==> config.mk <==
export PLATFORM = sky130hd
export DESIGN_NAME = binary_frame_filter_receiver_unit
export DESIGN_NICKNAME = d
export VERILOG_FILES = /design/src/rtl/bffr_pkg.sv /design/src/rtl/bffr_datapath.sv /design/src/rtl/bffr_ctrl.sv /design/src/rtl/binary_frame_filter_receiver_unit.sv
export SDC_FILE = /design/constraint.sdc
export NUM_CORES = 1
export LEC_CHECK = 0
export ABC_AREA = 1
export BUFFER_PORTS_ARGS = -buffer_cell sky130_fd_sc_hd__buf_2
export CAP_MARGIN = 20
export CORE_UTILIZATION = 30
export CTS_BUF_LIST = sky130_fd_sc_hd__clkbuf_8
export DETAILED_ROUTE_END_ITERATION = 8
export HOLD_SLACK_MARGIN = 0.02
export SYNTH_ARGS = -nofsm -noshare
export SYNTH_HDL_FRONTEND = slang
export SYNTH_SLANG_ARGS = --single-unit
==> constraint.sdc <==
create_clock -name clk_i -period 4.62 [get_ports clk_i]
set_clock_uncertainty 0.1 [all_clocks]
set_input_delay 1.155 -clock clk_i [delete_from_list [all_inputs] [get_ports clk_i]]
set_output_delay 1.155 -clock clk_i [all_outputs]
set_load 0.02 [all_outputs]
==> src/rtl/bffr_pkg.sv <==
// Package for the binary frame filter receiver.
// Holds constants, the controller state type and the command/status structs.
// No dependencies.
package bffr_pkg;

  localparam int FRAME_BYTES = 64;
  localparam int ADDR_W      = $clog2(FRAME_BYTES);
  localparam int FILL_W      = ADDR_W + 1;
  localparam int ID_POS      = 4;

  localparam int DATA_W      = 8;
  localparam int MAXLEN_W    = 7;
  localparam int LEN_W       = 16;
  localparam int CFG_IDX_W   = 1;

  localparam logic [DATA_W-1:0] START_FIRST  = 8'hA0;
  localparam logic [DATA_W-1:0] START_SECOND = 8'hA1;
  localparam logic [DATA_W-1:0] END_FIRST    = 8'h0D;
  localparam logic [DATA_W-1:0] END_SECOND   = 8'h0A;

  localparam logic [CFG_IDX_W-1:0] CFG_REQ_ID  = 1'b0;
  localparam logic [CFG_IDX_W-1:0] CFG_MAX_LEN = 1'b1;

  localparam logic [MAXLEN_W-1:0] MAX_LEN_RESET = 7'd64;

  typedef enum logic [3:0] {
    ST_SOS1,
    ST_SOS2,
    ST_LENH,
    ST_LENL,
    ST_BODY,
    ST_EOS1,
    ST_EOS2,
    ST_READ,
    ST_SHOW
  } state_e;

  typedef struct packed {
    logic frame_open;
    logic store;
    logic clear_fill;
    logic load_len_hi;
    logic load_len_lo;
    logic dec_len;
    logic xor_acc;
    logic rd_start;
    logic rd_en;
    logic rd_next;
  } dp_cmd_t;

  typedef struct packed {
    logic is_start1;
    logic is_start2;
    logic is_end1;
    logic is_end2;
    logic xor_match;
    logic full;
    logic cap_zero;
    logic payload_zero;
    logic id_match;
    logic rd_last;
  } dp_status_t;

endpackage

==> src/rtl/bffr_datapath.sv <==
// Datapath of the frame receiver: config registers, length/checksum/fill
// registers, the frame store memory and the replay read path.
// Depends on bffr_pkg.
module bffr_datapath (
  input  logic                             clk_i,
  input  logic                             rst_ni,
  input  logic                             cfg_we_i,
  input  logic [bffr_pkg::CFG_IDX_W-1:0]   cfg_index_i,
  input  logic [bffr_pkg::DATA_W-1:0]      cfg_wdata_i,
  input  logic [bffr_pkg::DATA_W-1:0]      rx_byte_i,
  input  bffr_pkg::dp_cmd_t                cmd_i,
  output bffr_pkg::dp_status_t             status_o,
  output logic [bffr_pkg::DATA_W-1:0]      frame_byte_o,
  output logic [bffr_pkg::ADDR_W-1:0]      byte_index_o
);
  import bffr_pkg::*;

  logic [DATA_W-1:0]   req_id_q;
  logic [MAXLEN_W-1:0] max_len_q;
  logic [LEN_W-1:0]    len_q, len_d;
  logic [DATA_W-1:0]   xor_q, xor_d;
  logic [FILL_W-1:0]   fill_q, fill_d;
  logic [DATA_W-1:0]   id_q;
  logic [ADDR_W-1:0]   rd_k_q, rd_k_d;
  logic [DATA_W-1:0]   rd_data_q;
  logic [DATA_W-1:0]   mem [FRAME_BYTES];
  logic                mem_we;
  logic [ADDR_W-1:0]   mem_waddr;

  always_ff @(posedge clk_i or negedge rst_ni) begin
    if (!rst_ni) begin
      req_id_q  <= '0;
      max_len_q <= MAX_LEN_RESET;
    end else if (cfg_we_i) begin
      unique case (cfg_index_i)
        CFG_REQ_ID:  req_id_q  <= cfg_wdata_i;
        CFG_MAX_LEN: max_len_q <= cfg_wdata_i[MAXLEN_W-1:0];
        default: ;
      endcase
    end
  end

  always_comb begin
    fill_d = fill_q;
    if (cmd_i.clear_fill) begin
      fill_d = '0;
    end else if (cmd_i.frame_open) begin
      fill_d = FILL_W'(1);
    end else if (cmd_i.store) begin
      fill_d = fill_q + FILL_W'(1);
    end
  end

  always_comb begin
    xor_d = xor_q;
    if (cmd_i.frame_open) begin
      xor_d = '0;
    end else if (cmd_i.xor_acc) begin
      xor_d = xor_q ^ rx_byte_i;
    end
  end

  always_comb begin
    len_d = len_q;
    if (cmd_i.load_len_hi) begin
      len_d = {rx_byte_i, 8'h00};
    end else if (cmd_i.load_len_lo) begin
      len_d = {len_q[LEN_W-1:8], rx_byte_i};
    end else if (cmd_i.dec_len) begin
      len_d = len_q - LEN_W'(1);
    end
  end

  always_comb begin
    rd_k_d = rd_k_q;
    if (cmd_i.rd_start) begin
      rd_k_d = '0;
    end else if (cmd_i.rd_next) begin
      rd_k_d = rd_k_q + ADDR_W'(1);
    end
  end

  always_ff @(posedge clk_i or negedge rst_ni) begin
    if (!rst_ni) begin
      fill_q <= '0;
      xor_q  <= '0;
      len_q  <= '0;
      rd_k_q <= '0;
    end else begin
      fill_q <= fill_d;
      xor_q  <= xor_d;
      len_q  <= len_d;
      rd_k_q <= rd_k_d;
    end
  end

  always_ff @(posedge clk_i) begin
    if (cmd_i.store && fill_q == FILL_W'(ID_POS)) begin
      id_q <= rx_byte_i;
    end
  end

  assign mem_we    = cmd_i.frame_open || (cmd_i.store && !fill_q[FILL_W-1]);
  assign mem_waddr = cmd_i.frame_open ? '0 : fill_q[ADDR_W-1:0];

  always_ff @(posedge clk_i) begin
    if (mem_we) begin
      mem[mem_waddr] <= rx_byte_i;
    end
    if (cmd_i.rd_en) begin
      rd_data_q <= mem[rd_k_q];
    end
  end

  always_comb begin
    status_o.is_start1    = (rx_byte_i == START_FIRST);
    status_o.is_start2    = (rx_byte_i == START_SECOND);
    status_o.is_end1      = (rx_byte_i == END_FIRST);
    status_o.is_end2      = (rx_byte_i == END_SECOND);
    status_o.xor_match    = (rx_byte_i == xor_q);
    status_o.full         = (32'(fill_q) >= 32'(max_len_q)) ||
                            (32'(fill_q) >= 32'(FRAME_BYTES));
    status_o.cap_zero     = (max_len_q == '0);
    status_o.payload_zero = (len_q == '0);
    status_o.id_match     = (id_q == req_id_q);
    status_o.rd_last      = ((FILL_W'(rd_k_q) + FILL_W'(1)) == fill_q);
  end

  assign frame_byte_o = rd_data_q;
  assign byte_index_o = rd_k_q;

  a_fill_bound: assert property (@(posedge clk_i) disable iff (!rst_ni)
    32'(fill_q) <= 32'(FRAME_BYTES))
    else $error("fill count beyond frame store");

  a_rd_in_frame: assert property (@(posedge clk_i) disable iff (!rst_ni)
    cmd_i.rd_en |-> (FILL_W'(rd_k_q) < fill_q))
    else $error("replay read past stored frame");

endmodule

==> src/rtl/bffr_ctrl.sv <==
// Controller of the frame receiver: parse phase state machine plus the
// replay sequence. Drives datapath commands and the channel handshakes.
// Depends on bffr_pkg.
module bffr_ctrl (
  input  logic                 clk_i,
  input  logic                 rst_ni,
  input  logic                 in_valid_i,
  output logic                 in_stall_o,
  output logic                 out_valid_o,
  input  logic                 out_stall_i,
  input  bffr_pkg::dp_status_t status_i,
  output bffr_pkg::dp_cmd_t    cmd_o
);
  import bffr_pkg::*;

  state_e state_q, state_d;
  logic   in_xfer;
  logic   retry;
  logic   can_open;

  assign in_stall_o  = (state_q == ST_READ) || (state_q == ST_SHOW);
  assign out_valid_o = (state_q == ST_SHOW);
  assign in_xfer     = in_valid_i && !in_stall_o;
  assign can_open    = status_i.is_start1 && !status_i.cap_zero;

  // byte falls back to start-of-frame check
  always_comb begin
    retry = 1'b0;
    if (in_xfer) begin
      unique case (state_q) inside
        ST_SOS1: retry = 1'b1;
        ST_SOS2: retry = status_i.full || !status_i.is_start2;
        ST_LENH, ST_LENL: retry = status_i.full;
        ST_BODY: retry = status_i.full ||
                         (status_i.payload_zero && !status_i.xor_match);
        ST_EOS1: retry = status_i.full || !status_i.is_end1;
        ST_EOS2: retry = status_i.full || !status_i.is_end2;
        default: retry = 1'b0;
      endcase
    end
  end

  always_comb begin
    state_d = state_q;
    unique case (state_q)
      ST_READ: state_d = ST_SHOW;
      ST_SHOW: begin
        if (!out_stall_i) begin
          state_d = status_i.rd_last ? ST_SOS1 : ST_READ;
        end
      end
      default: begin
        if (retry) begin
          state_d = can_open ? ST_SOS2 : ST_SOS1;
        end else if (in_xfer) begin
          unique case (state_q)
            ST_SOS2: state_d = ST_LENH;
            ST_LENH: state_d = ST_LENL;
            ST_LENL: state_d = ST_BODY;
            ST_BODY: state_d = status_i.payload_zero ? ST_EOS1 : ST_BODY;
            ST_EOS1: state_d = ST_EOS2;
            ST_EOS2: state_d = status_i.id_match ? ST_READ : ST_SOS1;
            default: state_d = ST_SOS1;
          endcase
        end
      end
    endcase
  end

  always_comb begin
    cmd_o = '0;
    unique case (state_q)
      ST_READ: cmd_o.rd_en = 1'b1;
      ST_SHOW: begin
        if (!out_stall_i) begin
          if (status_i.rd_last) begin
            cmd_o.clear_fill = 1'b1;
          end else begin
            cmd_o.rd_next = 1'b1;
          end
        end
      end
      default: begin
        if (retry) begin
          if (can_open) begin
            cmd_o.frame_open = 1'b1;
          end else begin
            cmd_o.clear_fill = 1'b1;
          end
        end else if (in_xfer) begin
          unique case (state_q)
            ST_LENH: begin
              cmd_o.store       = 1'b1;
              cmd_o.load_len_hi = 1'b1;
            end
            ST_LENL: begin
              cmd_o.store       = 1'b1;
              cmd_o.load_len_lo = 1'b1;
            end
            ST_BODY: begin
              cmd_o.store = 1'b1;
              if (!status_i.payload_zero) begin
                cmd_o.xor_acc = 1'b1;
                cmd_o.dec_len = 1'b1;
              end
            end
            ST_EOS2: begin
              if (status_i.id_match) begin
                cmd_o.store    = 1'b1;
                cmd_o.rd_start = 1'b1;
              end else begin
                cmd_o.clear_fill = 1'b1;
              end
            end
            default: cmd_o.store = 1'b1;
          endcase
        end
      end
    endcase
  end

  always_ff @(posedge clk_i or negedge rst_ni) begin
    if (!rst_ni) begin
      state_q <= ST_SOS1;
    end else begin
      state_q <= state_d;
    end
  end

  a_fill_cmd_excl: assert property (@(posedge clk_i) disable iff (!rst_ni)
    $onehot0({cmd_o.frame_open, cmd_o.store, cmd_o.clear_fill}))
    else $error("conflicting fill commands");

  a_store_not_full: assert property (@(posedge clk_i) disable iff (!rst_ni)
    cmd_o.store |-> !status_i.full)
    else $error("store into full frame");

  a_show_holds: assert property (@(posedge clk_i) disable iff (!rst_ni)
    (state_q == ST_SHOW && out_stall_i) |=> (state_q == ST_SHOW))
    else $error("result dropped while stalled");

endmodule

==> src/rtl/binary_frame_filter_receiver_unit.sv <==
// Top level of the binary frame filter receiver.
// Instantiates bffr_ctrl and bffr_datapath; depends on bffr_pkg.
//
// Takes one received byte per cycle while parsing frames of the form
// A0 A1 LEN_HI LEN_LO payload XOR 0D 0A, holding each frame in a 64-byte
// store. A bad start, checksum or end byte, or a frame longer than
// max_frame_len (or 64 bytes), drops the frame and the byte is rechecked as
// a start byte in the same cycle. When a frame ends and its byte at index 4
// equals requested_id, input stalls and the frame is replayed from the
// store, each byte by a registered memory read and then an output
// transfer that waits while the output is stalled; byte_index counts from
// 0 and last_byte marks the final byte. No clearing pass after reset.
// Configuration: index 0 is requested_id, index 1 is max_frame_len.
module binary_frame_filter_receiver_unit (
  input  logic                           clk_i,
  input  logic                           rst_ni,
  input  logic                           cfg_we_i,
  input  logic [bffr_pkg::CFG_IDX_W-1:0] cfg_index_i,
  input  logic [bffr_pkg::DATA_W-1:0]    cfg_wdata_i,
  input  logic                           in_valid_i,
  output logic                           in_stall_o,
  input  logic [bffr_pkg::DATA_W-1:0]    rx_byte_i,
  output logic                           out_valid_o,
  input  logic                           out_stall_i,
  output logic [bffr_pkg::DATA_W-1:0]    frame_byte_o,
  output logic [bffr_pkg::ADDR_W-1:0]    byte_index_o,
  output logic                           last_byte_o
);
  import bffr_pkg::*;

  dp_cmd_t    cmd;
  dp_status_t status;

  bffr_ctrl u_ctrl (
    .clk_i       (clk_i),
    .rst_ni      (rst_ni),
    .in_valid_i  (in_valid_i),
    .in_stall_o  (in_stall_o),
    .out_valid_o (out_valid_o),
    .out_stall_i (out_stall_i),
    .status_i    (status),
    .cmd_o       (cmd)
  );

  bffr_datapath u_dp (
    .clk_i        (clk_i),
    .rst_ni       (rst_ni),
    .cfg_we_i     (cfg_we_i),
    .cfg_index_i  (cfg_index_i),
    .cfg_wdata_i  (cfg_wdata_i),
    .rx_byte_i    (rx_byte_i),
    .cmd_i        (cmd),
    .status_o     (status),
    .frame_byte_o (frame_byte_o),
    .byte_index_o (byte_index_o)
  );

  assign last_byte_o = status.rd_last;

endmodule

==> key figures <==
STA
  • Final hold vios: 0
  • Minimum clock period: approximately 4.3 ns
  • Slew @ Worst Pin: about 0.96 ns
  • Fin crit share: approximately 94%
  • Worst setup margin: 0.2859 ns
  • Final Setup Violations: 0
  • Slew headroom: between 30% and 40%
  • RSZ-0062 raised after global routing: false
  • Setup TNS: 0 ns
  • Final hold slack: 0.3820 ns
  • Fmax: 0.2307 GHz
  • Pins over their slew limit: 0

Synth
  • Syn_nets: 2,159
  • Post-synthesis cell area: 0.02467 mm²
  • Commonest cells post-synth: 528 x edfxtp_1, 401 x nor2_1, 342 x o21ai_0
  • Largest cells by area after synthesis: edfxtp_1 64%, o21ai_0 6.9%, nor2_1 6.1%, dfrtp_1 5.6%, o22ai_1 3.8%
  • Multiplexer share of the synthesized area: 0.04565%
  • Seq/Total Area, Yosys: 69.96%
  • Synth Area in XOR/XNOR: 0.8876%
  • Area leader, netlist: edfxtp_1
  • Post-synth EDFFs: 528
  • Adder-Cell Fraction of Synth Area: less than 1%
  • Synth top area share: 64.27%
  • Simple-gate share of the synthesized area: around 12%
  • Count of different cell masters after synthesis: 42
  • Yosys reg bits: 584
  • Fraction of registers with async set/reset: under 10%
  • Synth warn: 0
  • Syn avg cell area: 11.61 µm²
  • Ys flop type: edfxtp_1
  • Compound-cell area share of the yosys netlist: 12.91%
  • Combinational family with the most area after synthesis: compound AO/OA/AOI/OAI gates
  • Top-count cell post-synth: edfxtp_1
  • Mapped Cells: around 2,100

Final layout
  • Layout area overhead: 14.68%
  • Final instance area: ~0.028 mm²
  • Filler cell count in the final layout: 7,953
  • Ant diodes: 0
  • Nets: approximately 2,300
  • Layout cells sized above 1: 12.99%

Placement
  • DP HPWL: 45,150 µm
  • DP Area: 0.02644 mm²
  • Port Buf Inserts: 38
  • Setup slack at placement: 0.3054 ns
  • Routability cong.: around 0.89

Status
  • Status: complete, no violations

Clocking
  • CTS Buf Count: 94
  • Hold-fix buffers at CTS: 0
  • CTS Buffer Depth: 3
  • Clock Latency Late Sink: slightly above 0.7 ns
  • H-tree Lvls: 3
  • CTS root buf: clkbuf_8
  • Reg clk slew, reported paths: 0.06 ns
  • CTS tree: yes
  • Clock Sinks: 584

Critical path
  • Crit path max fanout: 29
  • Worst path slowest cell: dfrtp_4
  • Setup crit start: u_dp.byte_index_o[0]
  • Worst path max stage delay: 0.70 ns
  • WP data arrival: 3.08 ns
  • Worst r2r src: u_dp.fill_q[0]
  • CP bufs+invs: 2
  • CP endpoint kind: output pin
  • Req. time, crit path: 3.37 ns
  • Top cell family by delay on the critical path: simple AND/OR/NAND/NOR gates
  • Cell Chain, Critical Path: ha_1 > nand3_1 > nor2_1 > nand2_1 > nand2_1 > nand4_1 > nor2_1 > nand3_1 > inv_1 > buf_2
  • Crit start category: register
  • CP Class: register to output pin

Detailed routing
  • Vias/cell: 5.297
  • DRT Wirelength: 73,750 µm
  • DRT antenna net count: 0
  • DRC: 0
  • DRT iter0 DRCs: 2,278
  • First-pass iteration count of the detailed router: 8
  • Wire per inst: ~22 µm
  • DR vias: around 18,000

Floorplanning
  • Row Count: 104
  • Die Ht: 288.8 µm
  • IO Pins: 39
  • Die width: about 290 µm
  • Die area: 0.08338 mm²
  • Starting density of the core: 30.48%
  • Core outline area: 0.08094 mm²

Pwr
  • Lkg Pwr: 0.009816 µW
  • Peak supply drop: between 0.0003 and 0.0004 V
  • Power per cell area: 574.8 mW/mm²

GRT
  • Congestion Overflow GR: 0
  • Vias in the first global route: 17,360
  • GRT Total Usage: 17.42%
  • Largest net degree at the start of global routing: 129
  • Initial antenna violation count: 3
  • First-pass GRT wire length: 109,300 µm

Job
  • Max Cap Viol: 0

Hold path
  • Hold_sp: u_dp.len_q[1]
  • HP Class: register to register
==> report_power, final <==
group	internal, µW	total [µW]	switching, µW
clock	2200	4340	2140
combinational	1620	5590	3970
sequential	6040	6330	295
total	9860	16300	6400
==> worst reg2reg max path, stage by stage (launching register included) <==
cell	delay (ns)
dfrtp_1	0.53
inv_1	0.22
ha_1	0.33
nand2_1	0.06
nor2_1	0.05
nand3_1	0.07
nand3_1	0.19
o21ai_0	0.27
nand3_1	0.16
nand3_4	0.22
nand2_1	0.14
inv_1	0.09
nand3_1	0.38
nor2_1	0.77
==> flip-flops by register name, indices dropped and copies added, names as in the netlist <==
name and count:
u_ctrl.state_q 4, u_dp.byte_index_o 6, u_dp.fill_q 7, u_dp.frame_byte_o 8, u_dp.id_q 8, u_dp.len_q 16, u_dp.max_len_q 7, u_dp.mem 512
u_dp.req_id_q 8, u_dp.xor_q 8
==> final timing paths <==
kind | slack [ns] | to | cells past startpoint
setup / recovery | 0.29 | last_byte_o | 10
hold / removal | 0.38 | u_dp.len_q[1] | 2
setup reg to reg | 0.66 | u_dp.mem[9][5] | 13
hold reg to reg | 0.38 | u_dp.len_q[1] | 2
max in group asynchronous | 3.02 | u_dp.xor_q[4] | 2
min in group asynchronous | 0.44 | u_dp.max_len_q[2] | 1
==> layout make-up <==
cell class	instances	area, µm²	share of cell area (%)
Sequential cell	584	17270	61.03
Multi-Input combinational cell	1325	6559	23.18
Clock buffer	97	1335	4.719
Tap cell	1060	1326	4.688
Timing Repair Buffer	133	973.4	3.441
Clock inverter	77	471.7	1.667
Inverter	94	359.1	1.269
==> logic make-up after synthesis <==
logic type | after synthesis
muxes | 1
AOI/OAI and AO/OA | 568
buffers and inverters | 216
xor gates and xnor gates | 25
and+or+nand+nor | 719
adders and majority gates | 12
DFF | 584
==> through the flow <==
step / power, µW / util [%] / cells
6_report: 16260 / 34.95 / 3370
5_1_grt: 17070 / 34.95 / 3370
4_1_cts: 16170 / 34.90 / 3368
3_5_place_dp: 11840 / 32.66 / 3194
3_3_place_gp: 11810 / 32.66 / 3194
2_1_floorplan: 9918 / - / 2125
==> layer usage <==
layer | track usage (%) | part of all wire (%) | routed length, µm | vias up
met5 | 0 | 0 | 0 | -
met3 | 3.712 | 9.4 | 6948 | 144
li1 | - | - | - | 7924
met1 | 24.73 | 43 | 31790 | 8797
met4 | 5.092 | 2.7 | 1983 | 0
met2 | 26.70 | 45 | 33020 | 987
==> placed cells by master (no fill, tap or decap), drive strengths merged <==
cell type,count
edfxtp,528
nor2,405
o21ai,352
nand2,191
o22ai,148
buf,133
inv,124
clkbuf,97
nand3,57
dfrtp,55
clkinv,42
o211ai,39
nor3,37
xor2,15
nand4,15
a21oi,12
ha,12
xnor2,10
or2,10
o221ai,9
o21bai,6
bufinv,4
and2,2
nor4,1
o31ai,1
a22oi,1
nand3b,1
mux2,1
clkinvlp,1
dfstp,1
==> repair_timing <==
item,in CTS,in global routing
buffers inserted,0,2
resized for setup,0,0
setup endpoints to repair,0,1
Note: power is estimated with default switching activity, not from simulation.
